**src/crq_pkg.sv**
```systemverilog
`timescale 1ns / 1ps
// ----------------------------------------------------------------------------
// crq_pkg - shared types, constants and helpers
// Register indexes, reset values, field widths and small pure functions used
// by the crop, resize and quantize datapath.
// ----------------------------------------------------------------------------
package crq_pkg;

  // field widths
  localparam int unsigned CFG_IDX_W  = 3;
  localparam int unsigned CFG_DATA_W = 16;
  localparam int unsigned CFG_DIM_W  = 11;
  localparam int unsigned GAIN_W     = 16;
  localparam int unsigned ZP_W       = 8;
  localparam int unsigned PIX_W      = 16;
  localparam int unsigned CH_W       = 8;

  // default largest frame dimension
  localparam int unsigned MAX_DIMENSION_DEF = 1024;

  // register indexes
  localparam logic [CFG_IDX_W-1:0] REG_SRC_WIDTH  = 3'd0;
  localparam logic [CFG_IDX_W-1:0] REG_SRC_HEIGHT = 3'd1;
  localparam logic [CFG_IDX_W-1:0] REG_DST_WIDTH  = 3'd2;
  localparam logic [CFG_IDX_W-1:0] REG_DST_HEIGHT = 3'd3;
  localparam logic [CFG_IDX_W-1:0] REG_QUANT_GAIN = 3'd4;
  localparam logic [CFG_IDX_W-1:0] REG_Q_OFFSET   = 3'd5;

  // register reset values
  localparam logic [CFG_DIM_W-1:0]    RST_SRC_WIDTH  = 11'd320;
  localparam logic [CFG_DIM_W-1:0]    RST_SRC_HEIGHT = 11'd240;
  localparam logic [CFG_DIM_W-1:0]    RST_DST_WIDTH  = 11'd96;
  localparam logic [CFG_DIM_W-1:0]    RST_DST_HEIGHT = 11'd96;
  localparam logic [GAIN_W-1:0]       RST_QUANT_GAIN = 16'd256;
  localparam logic signed [ZP_W-1:0]  RST_Q_OFFSET   = -8'sd128;

  // int8 clamp limits and rounding constant
  localparam int Q_MIN = -128;
  localparam int Q_MAX = 127;
  localparam int unsigned Q_HALF = 128;

  // pixel picked by the scan stage
  typedef struct packed {
    logic             last;
    logic [PIX_W-1:0] pix;
  } sel_pix_t;

  // clamp a dimension to 1..max_dim
  function automatic int unsigned sat_dim(int unsigned v, int unsigned max_dim);
    if (v < 1) return 1;
    if (v > max_dim) return max_dim;
    return v;
  endfunction

  // column offset of the centred crop for the reset geometry
  function automatic int unsigned reset_col_offset(int unsigned max_dim);
    int unsigned w;
    int unsigned h;
    int unsigned c;
    w = sat_dim(32'(RST_SRC_WIDTH), max_dim);
    h = sat_dim(32'(RST_SRC_HEIGHT), max_dim);
    c = (w < h) ? w : h;
    return (w - c) >> 1;
  endfunction

  // rgb565 channel widening by bit replication
  function automatic logic [CH_W-1:0] expand5(logic [4:0] v);
    return {v, v[4:2]};
  endfunction

  function automatic logic [CH_W-1:0] expand6(logic [5:0] v);
    return {v, v[5:4]};
  endfunction

endpackage

```
**src/crq_div.sv**
```systemverilog
`timescale 1ns / 1ps
// ----------------------------------------------------------------------------
// crq_div - iterative restoring divider
// Produces quotient and remainder one bit per cycle while busy after start.
// ----------------------------------------------------------------------------
module crq_div #(
  parameter int unsigned W = 11
) (
  input  logic         clk,
  input  logic         rst_n,
  input  logic         start,
  input  logic [W-1:0] num,
  input  logic [W-1:0] den,
  output logic         busy,
  output logic [W-1:0] quot,
  output logic [W-1:0] rem
);

  localparam int unsigned CW = $clog2(W + 1);

  logic          busy_r;
  logic [CW-1:0] cnt_r;
  logic [W-1:0]  q_r;
  logic [W-1:0]  rem_r;

  logic [W:0]    shifted;
  logic [W:0]    diff;
  logic          ge;

  // one trial subtraction per cycle
  always_comb begin
    shifted = {rem_r, q_r[W-1]};
    diff    = shifted - {1'b0, den};
    ge      = (shifted >= {1'b0, den});
  end

  // control
  always_ff @(posedge clk) begin
    if (!rst_n) begin
      busy_r <= 1'b0;
      cnt_r  <= '0;
    end else if (start) begin
      busy_r <= 1'b1;
      cnt_r  <= '0;
    end else if (busy_r) begin
      cnt_r <= cnt_r + CW'(1);
      if (cnt_r == CW'(W - 1)) begin
        busy_r <= 1'b0;
      end
    end
  end

  // quotient and partial remainder
  always_ff @(posedge clk) begin
    if (start) begin
      q_r   <= num;
      rem_r <= '0;
    end else if (busy_r) begin
      rem_r <= ge ? diff[W-1:0] : shifted[W-1:0];
      q_r   <= {q_r[W-2:0], ge};
    end
  end

  assign busy = busy_r;
  assign quot = q_r;
  assign rem  = rem_r;

`ifndef SYNTHESIS
  a_start_busy: assert property (@(posedge clk) disable iff (!rst_n)
    start |=> busy_r)
    else $error("divider did not go busy after start");
`endif

endmodule

```
**src/crq_scan.sv**
```systemverilog
`timescale 1ns / 1ps
// ----------------------------------------------------------------------------
// crq_scan - raster position tracking and pixel selection
// Follows the source raster, steps the crop/downscale targets with error
// accumulators and registers each selected pixel.
// ----------------------------------------------------------------------------
module crq_scan #(
  parameter int unsigned DIM_W        = 11,
  parameter int unsigned CNT_W        = 10,
  parameter int unsigned RESET_OFFSET = 0
) (
  input  logic                      clk,
  input  logic                      rst_n,
  input  logic                      accept,
  input  logic                      en,
  input  logic [crq_pkg::PIX_W-1:0] pixel_word,
  input  logic                      frame_start,
  input  logic [DIM_W-1:0]          src_w,
  input  logic [DIM_W-1:0]          src_h,
  input  logic [DIM_W-1:0]          dst_w,
  input  logic [DIM_W-1:0]          dst_h,
  input  logic [DIM_W-1:0]          col_off,
  input  logic [DIM_W-1:0]          col_q,
  input  logic [DIM_W-1:0]          col_rem,
  input  logic [DIM_W-1:0]          row_q,
  input  logic [DIM_W-1:0]          row_rem,
  output logic                      sel_valid,
  output crq_pkg::sel_pix_t         sel
);

  import crq_pkg::*;

  localparam int unsigned TGT_W = DIM_W + 1;

  logic [CNT_W-1:0] src_col_r, src_col_nxt;
  logic [CNT_W-1:0] src_row_r, src_row_nxt;
  logic [DIM_W-1:0] dst_col_r, dst_col_nxt;
  logic [DIM_W-1:0] dst_row_r, dst_row_nxt;
  logic [TGT_W-1:0] col_tgt_r, col_tgt_nxt;
  logic [TGT_W-1:0] row_tgt_r, row_tgt_nxt;
  logic [DIM_W-1:0] col_err_r, col_err_nxt;
  logic [DIM_W-1:0] row_err_r, row_err_nxt;
  logic             sel_valid_r;
  sel_pix_t         sel_r;

  // position after an optional frame restart
  logic [CNT_W-1:0] src_col_e, src_row_e;
  logic [DIM_W-1:0] dst_col_e, dst_row_e;
  logic [TGT_W-1:0] col_tgt_e, row_tgt_e;
  logic [DIM_W-1:0] col_err_e, row_err_e;

  logic             row_hit;
  logic             emit;
  logic             last;
  logic             col_end;
  logic             row_end;
  logic [TGT_W-1:0] col_err_sum, row_err_sum;
  logic             col_wrap, row_wrap;
  logic [DIM_W-1:0] col_err_step, row_err_step;
  logic [TGT_W-1:0] col_tgt_step, row_tgt_step;

  // frame start forces the pixel to position (0, 0)
  always_comb begin
    src_col_e = frame_start ? '0 : src_col_r;
    src_row_e = frame_start ? '0 : src_row_r;
    dst_col_e = frame_start ? '0 : dst_col_r;
    dst_row_e = frame_start ? '0 : dst_row_r;
    col_tgt_e = frame_start ? TGT_W'(col_off) : col_tgt_r;
    row_tgt_e = frame_start ? '0 : row_tgt_r;
    col_err_e = frame_start ? '0 : col_err_r;
    row_err_e = frame_start ? '0 : row_err_r;
  end

  // selection and end-of-line / end-of-frame decode
  always_comb begin
    row_hit = (dst_row_e < dst_h) && (TGT_W'(src_row_e) == row_tgt_e);
    emit    = row_hit && (dst_col_e < dst_w) && (TGT_W'(src_col_e) == col_tgt_e);
    last    = ((TGT_W'(dst_row_e) + TGT_W'(1)) == TGT_W'(dst_h)) &&
              ((TGT_W'(dst_col_e) + TGT_W'(1)) == TGT_W'(dst_w));
    col_end = (TGT_W'(src_col_e) + TGT_W'(1)) >= TGT_W'(src_w);
    row_end = (TGT_W'(src_row_e) + TGT_W'(1)) >= TGT_W'(src_h);
  end

  // error accumulator steps for the next target
  always_comb begin
    col_err_sum  = TGT_W'(col_err_e) + TGT_W'(col_rem);
    col_wrap     = col_err_sum >= TGT_W'(dst_w);
    col_err_step = col_wrap ? DIM_W'(col_err_sum - TGT_W'(dst_w)) : DIM_W'(col_err_sum);
    col_tgt_step = col_tgt_e + TGT_W'(col_q) + TGT_W'(col_wrap);
    row_err_sum  = TGT_W'(row_err_e) + TGT_W'(row_rem);
    row_wrap     = row_err_sum >= TGT_W'(dst_h);
    row_err_step = row_wrap ? DIM_W'(row_err_sum - TGT_W'(dst_h)) : DIM_W'(row_err_sum);
    row_tgt_step = row_tgt_e + TGT_W'(row_q) + TGT_W'(row_wrap);
  end

  // next position
  always_comb begin
    src_col_nxt = src_col_r;
    src_row_nxt = src_row_r;
    dst_col_nxt = dst_col_r;
    dst_row_nxt = dst_row_r;
    col_tgt_nxt = col_tgt_r;
    row_tgt_nxt = row_tgt_r;
    col_err_nxt = col_err_r;
    row_err_nxt = row_err_r;
    if (accept) begin
      src_row_nxt = src_row_e;
      dst_col_nxt = dst_col_e;
      dst_row_nxt = dst_row_e;
      col_tgt_nxt = col_tgt_e;
      row_tgt_nxt = row_tgt_e;
      col_err_nxt = col_err_e;
      row_err_nxt = row_err_e;
      if (emit) begin
        dst_col_nxt = dst_col_e + DIM_W'(1);
        col_tgt_nxt = col_tgt_step;
        col_err_nxt = col_err_step;
      end
      if (col_end) begin
        if (row_hit) begin
          dst_row_nxt = dst_row_e + DIM_W'(1);
          row_tgt_nxt = row_tgt_step;
          row_err_nxt = row_err_step;
        end
        dst_col_nxt = '0;
        col_tgt_nxt = TGT_W'(col_off);
        col_err_nxt = '0;
        src_col_nxt = '0;
        if (row_end) begin
          src_row_nxt = '0;
          dst_row_nxt = '0;
          row_tgt_nxt = '0;
          row_err_nxt = '0;
        end else begin
          src_row_nxt = src_row_e + CNT_W'(1);
        end
      end else begin
        src_col_nxt = src_col_e + CNT_W'(1);
      end
    end
  end

  // position state
  always_ff @(posedge clk) begin
    if (!rst_n) begin
      src_col_r <= '0;
      src_row_r <= '0;
      dst_col_r <= '0;
      dst_row_r <= '0;
      col_tgt_r <= TGT_W'(RESET_OFFSET);
      row_tgt_r <= '0;
      col_err_r <= '0;
      row_err_r <= '0;
    end else begin
      src_col_r <= src_col_nxt;
      src_row_r <= src_row_nxt;
      dst_col_r <= dst_col_nxt;
      dst_row_r <= dst_row_nxt;
      col_tgt_r <= col_tgt_nxt;
      row_tgt_r <= row_tgt_nxt;
      col_err_r <= col_err_nxt;
      row_err_r <= row_err_nxt;
    end
  end

  // selected pixel register
  always_ff @(posedge clk) begin
    if (!rst_n) begin
      sel_valid_r <= 1'b0;
    end else if (en) begin
      sel_valid_r <= accept && emit;
    end
  end

  always_ff @(posedge clk) begin
    if (en && accept) begin
      sel_r <= '{last: last, pix: pixel_word};
    end
  end

  assign sel_valid = sel_valid_r;
  assign sel       = sel_r;

`ifndef SYNTHESIS
  a_frame_start_pos: assert property (@(posedge clk) disable iff (!rst_n)
    accept && frame_start && (src_w > DIM_W'(1)) |=>
      (src_col_r == CNT_W'(1)) && (src_row_r == '0))
    else $error("frame start did not restart the raster position");
`endif

endmodule

```
**src/crq_pixel.sv**
```systemverilog
`timescale 1ns / 1ps
// ----------------------------------------------------------------------------
// crq_pixel - colour expansion, int8 quantisation and result register
// Widens the selected RGB565 pixel to RGB888, quantises each channel and
// holds the result until the consumer takes it.
// ----------------------------------------------------------------------------
module crq_pixel (
  input  logic                              clk,
  input  logic                              rst_n,
  input  logic                              en,
  input  logic                              sel_valid,
  input  crq_pkg::sel_pix_t                 sel,
  input  logic [crq_pkg::GAIN_W-1:0]        gain,
  input  logic signed [crq_pkg::ZP_W-1:0]   q_offset,
  output logic                              out_valid,
  output logic [crq_pkg::CH_W-1:0]          red,
  output logic [crq_pkg::CH_W-1:0]          green,
  output logic [crq_pkg::CH_W-1:0]          blue,
  output logic signed [crq_pkg::CH_W-1:0]   q_red,
  output logic signed [crq_pkg::CH_W-1:0]   q_green,
  output logic signed [crq_pkg::CH_W-1:0]   q_blue,
  output logic                              frame_last
);

  import crq_pkg::*;

  localparam int unsigned PROD_W = CH_W + GAIN_W;
  localparam int unsigned SUM_W  = GAIN_W + 2;

  // round(v * gain / 256) + zero point, clamped to int8
  function automatic logic signed [CH_W-1:0] quantize(
    logic [CH_W-1:0]        v,
    logic [GAIN_W-1:0]      g,
    logic signed [ZP_W-1:0] zp
  );
    logic [PROD_W-1:0]       prod;
    logic [PROD_W-1:0]       rnd;
    logic signed [SUM_W-1:0] sum;
    prod = PROD_W'(v) * PROD_W'(g);
    rnd  = prod + PROD_W'(Q_HALF);
    sum  = $signed({2'b00, rnd[PROD_W-1:CH_W]}) + SUM_W'(zp);
    if (sum < SUM_W'(Q_MIN)) return CH_W'(Q_MIN);
    if (sum > SUM_W'(Q_MAX)) return CH_W'(Q_MAX);
    return CH_W'(sum);
  endfunction

  logic                     out_valid_r;
  logic [CH_W-1:0]          red_r, green_r, blue_r;
  logic signed [CH_W-1:0]   q_red_r, q_green_r, q_blue_r;
  logic                     last_r;

  logic [CH_W-1:0]          red_c, green_c, blue_c;

  // rgb565 to rgb888
  always_comb begin
    red_c   = expand5(sel.pix[15:11]);
    green_c = expand6(sel.pix[10:5]);
    blue_c  = expand5(sel.pix[4:0]);
  end

  // result valid
  always_ff @(posedge clk) begin
    if (!rst_n) begin
      out_valid_r <= 1'b0;
    end else if (en) begin
      out_valid_r <= sel_valid;
    end
  end

  // result payload
  always_ff @(posedge clk) begin
    if (en) begin
      red_r     <= red_c;
      green_r   <= green_c;
      blue_r    <= blue_c;
      q_red_r   <= quantize(red_c, gain, q_offset);
      q_green_r <= quantize(green_c, gain, q_offset);
      q_blue_r  <= quantize(blue_c, gain, q_offset);
      last_r    <= sel.last;
    end
  end

  assign out_valid  = out_valid_r;
  assign red        = red_r;
  assign green      = green_r;
  assign blue       = blue_r;
  assign q_red      = q_red_r;
  assign q_green    = q_green_r;
  assign q_blue     = q_blue_r;
  assign frame_last = last_r;

endmodule

```
**src/rgb565_crop_resize_quantize.sv**
```systemverilog
// Each input transaction's result is registered in the scan stage and then in the pixel stage.
// Throughput: one pixel per cycle while in_ready is high; unselected pixels give no result.
// A result held by out_ready low also holds in_ready low until it is taken.
// After reset and after each configuration write the two crop/scale step dividers
// are restarted, and in_ready stays low until both have finished.
// Reset is synchronous, active low, and restores the register defaults.
`timescale 1ns / 1ps
// ----------------------------------------------------------------------------
// rgb565_crop_resize_quantize - streaming crop, downscale and int8 quantiser
// Crops a centred window, smaller side wide and all rows tall, from RGB565 video, picks
// nearest-neighbour pixels for the destination size, emits RGB888 and int8 quantised channels.
// ----------------------------------------------------------------------------
module rgb565_crop_resize_quantize #(
  parameter int unsigned MAX_DIMENSION = crq_pkg::MAX_DIMENSION_DEF
) (
  input  logic                                clk,
  input  logic                                rst_n,
  input  logic                                in_valid,
  output logic                                in_ready,
  input  logic [crq_pkg::PIX_W-1:0]           in_pixel_word,
  input  logic                                in_frame_start,
  output logic                                out_valid,
  input  logic                                out_ready,
  output logic [crq_pkg::CH_W-1:0]            out_red,
  output logic [crq_pkg::CH_W-1:0]            out_green,
  output logic [crq_pkg::CH_W-1:0]            out_blue,
  output logic signed [crq_pkg::CH_W-1:0]     out_q_red,
  output logic signed [crq_pkg::CH_W-1:0]     out_q_green,
  output logic signed [crq_pkg::CH_W-1:0]     out_q_blue,
  output logic                                out_frame_last,
  input  logic                                cfg_we,
  input  logic [crq_pkg::CFG_IDX_W-1:0]       cfg_index,
  input  logic [crq_pkg::CFG_DATA_W-1:0]      cfg_wdata
);

  import crq_pkg::*;

  localparam int unsigned DIM_W = $clog2(MAX_DIMENSION + 1);
  localparam int unsigned CNT_W = $clog2(MAX_DIMENSION);
  localparam int unsigned RESET_OFFSET = reset_col_offset(MAX_DIMENSION);

  logic [CFG_DIM_W-1:0]    src_w_r, src_h_r, dst_w_r, dst_h_r;
  logic [GAIN_W-1:0]       gain_r;
  logic signed [ZP_W-1:0]  zp_r;
  logic                    cal_start_r;

  logic [DIM_W-1:0] src_w, src_h, dst_w_sat, dst_h_sat;
  logic [DIM_W-1:0] col_side, dst_w, dst_h, col_off;
  logic [DIM_W-1:0] col_q, col_rem, row_q, row_rem;
  logic             col_busy, row_busy;
  logic             en;
  logic             accept;
  logic             sel_valid;
  sel_pix_t         sel;

  // configuration registers
  always_ff @(posedge clk) begin
    if (!rst_n) begin
      src_w_r <= RST_SRC_WIDTH;
      src_h_r <= RST_SRC_HEIGHT;
      dst_w_r <= RST_DST_WIDTH;
      dst_h_r <= RST_DST_HEIGHT;
      gain_r  <= RST_QUANT_GAIN;
      zp_r    <= RST_Q_OFFSET;
    end else if (cfg_we) begin
      case (cfg_index)
        REG_SRC_WIDTH:  src_w_r <= cfg_wdata[CFG_DIM_W-1:0];
        REG_SRC_HEIGHT: src_h_r <= cfg_wdata[CFG_DIM_W-1:0];
        REG_DST_WIDTH:  dst_w_r <= cfg_wdata[CFG_DIM_W-1:0];
        REG_DST_HEIGHT: dst_h_r <= cfg_wdata[CFG_DIM_W-1:0];
        REG_QUANT_GAIN: gain_r  <= cfg_wdata[GAIN_W-1:0];
        REG_Q_OFFSET:   zp_r    <= cfg_wdata[ZP_W-1:0];
        default: ;
      endcase
    end
  end

  // effective geometry: saturated dimensions, crop side, centring offset
  always_comb begin
    src_w     = DIM_W'(sat_dim(32'(src_w_r), MAX_DIMENSION));
    src_h     = DIM_W'(sat_dim(32'(src_h_r), MAX_DIMENSION));
    dst_w_sat = DIM_W'(sat_dim(32'(dst_w_r), MAX_DIMENSION));
    dst_h_sat = DIM_W'(sat_dim(32'(dst_h_r), MAX_DIMENSION));
    col_side  = (src_w < src_h) ? src_w : src_h;
    dst_w     = (dst_w_sat > col_side) ? col_side : dst_w_sat;
    dst_h     = (dst_h_sat > src_h) ? src_h : dst_h_sat;
    col_off   = (src_w - col_side) >> 1;
  end

  // recompute step sizes after reset and after every register write
  always_ff @(posedge clk) begin
    if (!rst_n) begin
      cal_start_r <= 1'b1;
    end else begin
      cal_start_r <= cfg_we;
    end
  end

  crq_div #(
    .W (DIM_W)
  ) u_col_div (
    .clk   (clk),
    .rst_n (rst_n),
    .start (cal_start_r),
    .num   (col_side),
    .den   (dst_w),
    .busy  (col_busy),
    .quot  (col_q),
    .rem   (col_rem)
  );

  crq_div #(
    .W (DIM_W)
  ) u_row_div (
    .clk   (clk),
    .rst_n (rst_n),
    .start (cal_start_r),
    .num   (src_h),
    .den   (dst_h),
    .busy  (row_busy),
    .quot  (row_q),
    .rem   (row_rem)
  );

  // pipeline advance and input transaction
  assign en       = !out_valid || out_ready;
  assign in_ready = en && !cal_start_r && !col_busy && !row_busy;
  assign accept   = in_valid && in_ready;

  crq_scan #(
    .DIM_W        (DIM_W),
    .CNT_W        (CNT_W),
    .RESET_OFFSET (RESET_OFFSET)
  ) u_scan (
    .clk         (clk),
    .rst_n       (rst_n),
    .accept      (accept),
    .en          (en),
    .pixel_word  (in_pixel_word),
    .frame_start (in_frame_start),
    .src_w       (src_w),
    .src_h       (src_h),
    .dst_w       (dst_w),
    .dst_h       (dst_h),
    .col_off     (col_off),
    .col_q       (col_q),
    .col_rem     (col_rem),
    .row_q       (row_q),
    .row_rem     (row_rem),
    .sel_valid   (sel_valid),
    .sel         (sel)
  );

  crq_pixel u_pixel (
    .clk        (clk),
    .rst_n      (rst_n),
    .en         (en),
    .sel_valid  (sel_valid),
    .sel        (sel),
    .gain       (gain_r),
    .q_offset   (zp_r),
    .out_valid  (out_valid),
    .red        (out_red),
    .green      (out_green),
    .blue       (out_blue),
    .q_red      (out_q_red),
    .q_green    (out_q_green),
    .q_blue     (out_q_blue),
    .frame_last (out_frame_last)
  );

`ifndef SYNTHESIS
  a_cfg_blocks_input: assert property (@(posedge clk) disable iff (!rst_n)
    cfg_we |=> !in_ready)
    else $error("input taken while step sizes were being recomputed");

  a_reset_blocks_input: assert property (@(posedge clk)
    !rst_n |=> !in_ready)
    else $error("input ready straight after reset");
`endif

endmodule

```
**config.mk**
```make
export PLATFORM = sky130hd
export DESIGN_NAME = rgb565_crop_resize_quantize
export DESIGN_NICKNAME = d
export VERILOG_FILES = /design/src/crq_pkg.sv /design/src/crq_div.sv /design/src/crq_scan.sv /design/src/crq_pixel.sv /design/src/rgb565_crop_resize_quantize.sv
export SDC_FILE = /design/constraint.sdc
export NUM_CORES = 2
export LEC_CHECK = 0
export BUFFER_PORTS_ARGS = -buffer_cell sky130_fd_sc_hd__buf_2
export CELL_PAD_IN_SITES_DETAIL_PLACEMENT = 1
export CELL_PAD_IN_SITES_GLOBAL_PLACEMENT = 2
export CORE_MARGIN = 3
export CORE_UTILIZATION = 30
export CTS_CLUSTER_SIZE = 28
export DETAILED_ROUTE_END_ITERATION = 16
export PLACE_DENSITY = 0.63
export SLEW_MARGIN = 20
export SYNTH_ARGS = -nofsm -noshare
export SYNTH_HDL_FRONTEND = slang
export SYNTH_SLANG_ARGS = --single-unit
```
**constraint.sdc**
```tcl
create_clock -name clk -period 10 [get_ports clk]
set_input_delay 0 -clock clk [delete_from_list [all_inputs] [get_ports clk]]
set_output_delay 0 -clock clk [all_outputs]
set_load 0.02 [all_outputs]
```
-- Word level (Yosys, flattened, before mapping)
Index checks and enable logic that the tools add are counted.
- bits in registers: 279
- latch bits: 0
- bits in writable memories: 0
- bits in read-only memories: 0
- output and inout bits: 51
- word-level logic and storage cells: 224
- memories: 0
- $add $sub $neg: 27
- $mul: 3
- div/mod/pow operators: 0
- magnitude comparators: 25
- eq/ne operators: 11
- shift-type cells: 0
- multiplexer cells: 98
- bitwise operators: 1
- reductions and logical operators: 25
- operators with widths (cell ; number):
    2-to-1 mux 11 bit ; 37
    2-to-1 mux 8 bit ; 12
    2-to-1 mux 12 bit ; 7
    adder 24 x 8 -> 24 bit, second input constant ; 3
    greater-or-equal comparator 12 x 11 -> 1 bit ; 6
    multiplier 8 x 16 -> 24 bit ; 3
    subtractor 11 bit ; 5
    adder 17 x 8 -> 18 bit ; 3
    greater-than comparator 18 x 8 -> 1 bit, second input constant ; 3
    < comparator 18 x 8 -> 1 bit, second input constant ; 3
    2-to-1 mux 10 bit ; 5
    greater-than comparator 11 bit, second input constant ; 4
    < comparator 11 x 1 -> 1 bit, second input constant ; 4
    2-to-1 mux 1 bit ; 37
    < comparator 11 bit ; 3
    adder 11 x 1 -> 12 bit, second input constant ; 2
    adder 11 x 11 -> 12 bit ; 2
    adder 12 x 1 -> 12 bit ; 2
    adder 12 x 11 -> 12 bit ; 2
    == test 10 x 12 -> 1 bit ; 2
    == test 12 x 11 -> 1 bit ; 2
    adder 10 x 1 -> 11 bit, second input constant ; 2
    adder 11 x 1 -> 11 bit, second input constant ; 2
    greater-than comparator 11 bit ; 2
    14 further kinds ; 37

-- Depth between registers and ports, before layout
- depth in word-level cells: 14
- depth in mapped cells: 45
- depth with buffers taken out: 42

-- By module
A second synthesis with hierarchy kept.
- cells, all modules: 3999
- area, all modules: 33912.5 um^2
- by module, submodules not included (module ; times used ; cells an instance ; area each (um^2) ; sequential area each (um^2)):
    crq_pixel ; 1 ; 1761 ; 15479.8 ; 1251.2
    crq_scan ; 1 ; 1265 ; 10197.3 ; 2292.2
    rgb565_crop_resize_quantize ; 1 ; 605 ; 4606.9 ; 1381.3
    crq_div ; 2 ; 184 ; 1814.2 ; 650.6

-- Least setup slack after synthesis
No wires, ideal clock.
- kind: flip-flop to flip-flop
- start: register src_h_r[4]
- end: register u_scan.col_tgt_r[10]
- library setup time: 0.087 ns
- data arrival time: 8.542 ns
- slack: 1.371 ns
- cell stages (with the launch flop): 44
- path buffers: 3
- cells stage by stage: dfxtp_1 -> nor4_2 -> nand3_1 -> o21ai_0 -> nand2_1 -> ha_1 -> o21ai_0 -> a21oi_1 -> a211oi_1 -> nand2_1 -> buf_2 -> mux2i_1 -> ha_1 -> nor2b_1 -> o21a_1 -> o21a_1 -> o21ai_0 -> a21oi_1 -> [8 not listed] -> o21ai_1 -> a21oi_1 -> o21a_1 -> o31a_1 -> a311oi_1 -> buf_2 -> fa_1 -> fa_1 -> nor2b_1 -> o21ai_0 -> a21boi_0 -> o21ai_0 -> a21boi_0 -> o21ai_0 -> a21boi_0 -> o21a_1 -> nor3_1 -> o31ai_1
- longest elaborated chain between the ends: 14
- elaborated cells between the ends (all ways): 28
- ends and longest elaborated chain (item ; line ; RTL):
    from (decl) ; rgb565_crop_resize_quantize.sv:42 ; logic [CFG_DIM_W-1:0] src_w_r, src_h_r, dst_w_r, dst_h_r;
    from (signal assigned) ; rgb565_crop_resize_quantize.sv:68 ; REG_SRC_HEIGHT: src_h_r <= cfg_wdata[CFG_DIM_W-1:0];
    < comparator 11 x 1 -> 1 bit / greater-than comparator 11 bit (equally long branches) ; crq_pkg.sv:50, crq_pkg.sv:51 ;
    2-to-1 mux 1 bit (on tied branches) ; crq_pkg.sv:50, crq_pkg.sv:51 ;
    2-to-1 mux 11 bit / 2-to-1 mux 1 bit (equally long branches) ; crq_pkg.sv:51 ; if (v > max_dim) return max_dim;
    2-to-1 mux 11 bit ; crq_pkg.sv:52 ; return v;
    2-to-1 mux 11 bit * ; crq_pkg.sv:51 ;
    branches (longest 7 deep; another with adder 12 x 11 -> 12 bit) ; - ;
    2-to-1 mux 12 bit * ; crq_scan.sv:114 ; if (emit) begin
    2-to-1 mux 12 bit * ; crq_scan.sv:119 ; if (col_end) begin
    to (signal assigned) ; crq_scan.sv:150 ; col_tgt_r <= TGT_W'(RESET_OFFSET);
    to (signal assigned) ; crq_scan.sv:159 ; col_tgt_r <= col_tgt_nxt;
    to (decl) ; crq_scan.sv:39 ; logic [TGT_W-1:0] col_tgt_r, col_tgt_nxt;
Mark *: on every way between the ends. The select of a mux whose other input is x is not followed.
A chain may end at the register's enable or synchronous reset.

-- Final worst setup path
- start: register src_w_r[4]
- end: register u_scan.col_tgt_r[10]
- longest elaborated chain between the ends: 14
- elaborated cells between the ends (all ways): 25
- ends and longest elaborated chain (item ; line ; RTL):
    from (decl) ; rgb565_crop_resize_quantize.sv:42 ;
    from (signal assigned) ; rgb565_crop_resize_quantize.sv:67 ; REG_SRC_WIDTH: src_w_r <= cfg_wdata[CFG_DIM_W-1:0];
    < comparator 11 x 1 -> 1 bit / greater-than comparator 11 bit (equally long branches) ; crq_pkg.sv:50, crq_pkg.sv:51 ;
    2-to-1 mux 1 bit (on tied branches) ; crq_pkg.sv:50, crq_pkg.sv:51 ;
    2-to-1 mux 11 bit / 2-to-1 mux 1 bit (equally long branches) ; crq_pkg.sv:51 ;
    2-to-1 mux 11 bit ; crq_pkg.sv:52 ;
    2-to-1 mux 11 bit * ; crq_pkg.sv:51 ;
    branches (longest 8 deep; another with adder 12 x 11 -> 12 bit) ; - ;
    2-to-1 mux 12 bit * ; crq_scan.sv:119 ;
Marks and branches as above.

==> results.sh <==
export IMPL_initial_core_util_pct=30.3
export IMPL_tightest_slew_ns=1.07
export IMPL_crit_top_cell="o21ai_0"
export IMPL_ys_seq_elements=271
export IMPL_fin_hold_ws_ns=0.0607
export IMPL_die_x_um=332
export IMPL_criticalPathCategory="flip-flop to flip-flop"
export IMPL_coreArea_mm2=0.106
export IMPL_fin_nets=4482
export IMPL_vias_per_cell=5.12
export IMPL_yosys_warnings=0
export IMPL_ir_worst_vdd_mv=0.0994
export IMPL_p_comb_share_pct=31.9
export IMPL_overflow=0
export IMPL_totalWireLength_um=113000
export IMPL_ant_nets=0
export IMPL_arrival_ns=9.52
export IMPL_cp_slowest_cell="fa_1"
export IMPL_hp_class="input pin to flip-flop"
export IMPL_finalSetupViolations=0
export IMPL_clkSlewWorstSetupHoldPaths_ns=0.06
export IMPL_p_int_mw=2.54
export IMPL_switchingPower_mw=1.49
export IMPL_critPathMaxFanout=12
export IMPL_p_per_area_mw_per_mm2=113
export IMPL_netlist_area_mm2=0.0320
export IMPL_endpoint_kind="flip-flop"
export IMPL_slew_viol_final=0
export IMPL_drc_errors=0
export IMPL_tritoncts_num_buffers=41
export IMPL_worst_path_buf_inv=4
export IMPL_io_buffer_count=91
export IMPL_dp_final_hpwl_um=88800
export IMPL_clock_sinks=271
export IMPL_rr_worst_depth=42
export IMPL_min_period_ns=8.98
export IMPL_cap_viol_max_count=0
export IMPL_ios=92
export IMPL_crit_cells=42
export IMPL_power_frac_seq_pct=31.5
export IMPL_dr_total_vias=26700
export IMPL_dieArea_mm2=0.110
export IMPL_cts_root_buffer="clkbuf_16"
export IMPL_synth_avg_cell_area_um2=8.62
export IMPL_fin_crit_sh_pct=89.8
export IMPL_synthDistinctLibCells=91
export IMPL_start_kind="flip-flop"
export IMPL_place_inst=5100
export IMPL_synth_ff_type="dfxtp_1"
export IMPL_cts_tree="built"
export IMPL_seq_area_frac_synth_pct=19.5
export IMPL_grt_max_degree=79
export IMPL_rows=119
export IMPL_p_total_mw=4.04
export IMPL_syn_nets=4397
export IMPL_clkPwrFrac_pct=36.6
export IMPL_hold_path_depth=5
export IMPL_gp_congestion=0.853
export IMPL_crit_family="compound AO/OA/AOI/OAI gates"
export IMPL_fin_util_pct=33.9
export IMPL_dr_pass1_iters=5
export IMPL_stdcell_count=5215
export IMPL_maxSlewHeadroom_pct=28.5
export IMPL_cp_data_required_time_ns=10.53
export IMPL_synthArstFlopShare_pct=0
export IMPL_die_y_um=332
export IMPL_swShare_pct=37.0
export IMPL_fin_setup_tns_ns=0
export IMPL_routedWlPerCell_um=21.6
export IMPL_syn_to_final_growth_pct=12.0
export IMPL_cp_slowest_stage_delay_ns=0.47
export IMPL_final_setup_skew_ns=0.0223
export IMPL_synth_edf_count=80
export IMPL_drtIter0Drc=1234
export IMPL_rsz0062_at_grt="no"
export IMPL_grt_pass1_vias=28200
export IMPL_drive_gt1_share_pct=7.30
export IMPL_netlist_instances=3706
export IMPL_htree_num_levels=2
export IMPL_status="complete, no violations"
export IMPL_fmax_ghz=0.111
export IMPL_ctsLongestPathBuffers=3
export IMPL_grt_pass1_wl_um=173000
export IMPL_post_cts_buffers=0
export IMPL_antenna_found_initial=4
export IMPL_clock_latency_ns=0.63
export IMPL_p_leak_nw=16.6
export IMPL_track_usage_pct=20.2
export IMPL_finalHoldViolations=0
-- cell usage after synthesis (80+ instances only) --
library cell | instances | area [um^2]
nor2b_1 | 93 | 582
nor2_1 | 223 | 837
dfxtp_1 | 191 | 3820
edfxtp_1 | 80 | 2400
inv_1 | 364 | 1370
clkbuf_1 | 109 | 409
fa_1 | 261 | 5230
a21oi_1 | 225 | 1130
o21ai_0 | 116 | 581
nand2_1 | 372 | 1400
xnor2_1 | 123 | 1080
ha_1 | 389 | 4870
nand3_1 | 93 | 465
and2_1 | 217 | 1360
-- registers in the layout, indices dropped and copies added, names as in the netlist, 12 cells and up --
name,cells
gain_r,16
u_scan.row_tgt_r,12
u_scan.col_tgt_r,12
u_scan.sel,17
-- tightest hold or removal path: stages --
cell	delay, ns
buf_2	0.09
nand2_2	0.03
buf_4	0.28
nand2_1	0.15
a21oi_1	0.05
-- routing by layer --
metal / share of wire [%] / GRT usage (%) / routed length, um
met1: 44 / 25.4 / 49500
met2: 52 / 37.5 / 58300
met3: 2.3 / 1.88 / 2610
met4: 2.0 / 4.37 / 2280
met5: 0.0062 / 0 / 7
-- kinds of logic (layout without fill, tap and decap cells) --
kind of cell    after synthesis  after routing  share of synthesized area (%)
simple gates               1270           1270                           19.9
fa+ha+maj                   650            650                           31.6
compound gates              739            739                           15.1
xor+xnor                    182            182                           4.99
flops                       271            271                           19.5
mux                          88             88                           2.87
buf+inv                     506            623                           6.10
other cells                   0              1                              0
-- per-stage QoR --
stage	setup slack (ns)	cell area, um^2
finish	1.02	35800
global route	0.0675	35800
CTS	0.262	35800
detailed placement	0.343	34000
global placement	0.592	34000
floorplan	1.37	32000
-- cells in the final DEF (no fill, tap or decap), types with 59 or more instances in the layout --
cell type,synthesis,routed
dfxtp_1,191,190
nor3_1,62,61
edfxtp_1,80,80
nand3_1,93,93
buf_2,14,90
o21ai_0,116,112
xor2_1,59,59
ha_1,389,389
and2_1,217,217
inv_1,364,362
nand2_1,372,370
xnor2_1,123,123
nor2b_1,93,93
nor2_1,223,223
a21oi_1,225,225
mux2i_1,62,62
fa_1,261,261
-- area by class of cell --
type / count / area [um^2]
Fill cell: 12400 / 69800
Multi-Input combinational cell: 2929 / 23900
Sequential cell: 271 / 6230
Tap cell: 1391 / 1740
Inverter: 367 / 1380
Timing Repair Buffer: 181 / 1240
Clock buffer: 51 / 1120
Clock inverter: 24 / 218
Antenna cell: 1 / 2.50
-- power by group through the flow --
| stage | Combinational, mW | Sequential [mW] | Clock (mW) |
|---|---|---|---|
| floorplan | 0.838 | 1.32 | 0 |
| global placement | 1.29 | 1.30 | 0 |
| detailed placement | 1.29 | 1.30 | 0 |
| CTS | 1.31 | 1.27 | 1.54 |
| global route | 1.44 | 1.28 | 1.58 |
| finish | 1.29 | 1.27 | 1.48 |
-- what timing repair did --
item / CTS / global route
hold buffers: 39 / 0
endpoints found under the hold margin: 92 / 0
setup endpoints to repair: 0 / 8
gates resized for setup: 0 / 6
-- worst paths after layout --
kind / startpoint / to / slack [ns]
hold reg to reg: u_scan.col_tgt_r[11] / u_scan.col_tgt_r[11] / 0.46
setup reg to reg: src_w_r[4] / u_scan.col_tgt_r[10] / 1.02
hold / removal: in_valid / u_scan.src_col_r[8] / 0.06
setup / recovery: src_w_r[4] / u_scan.col_tgt_r[10] / 1.02
(Power assumes the default switching activity.)
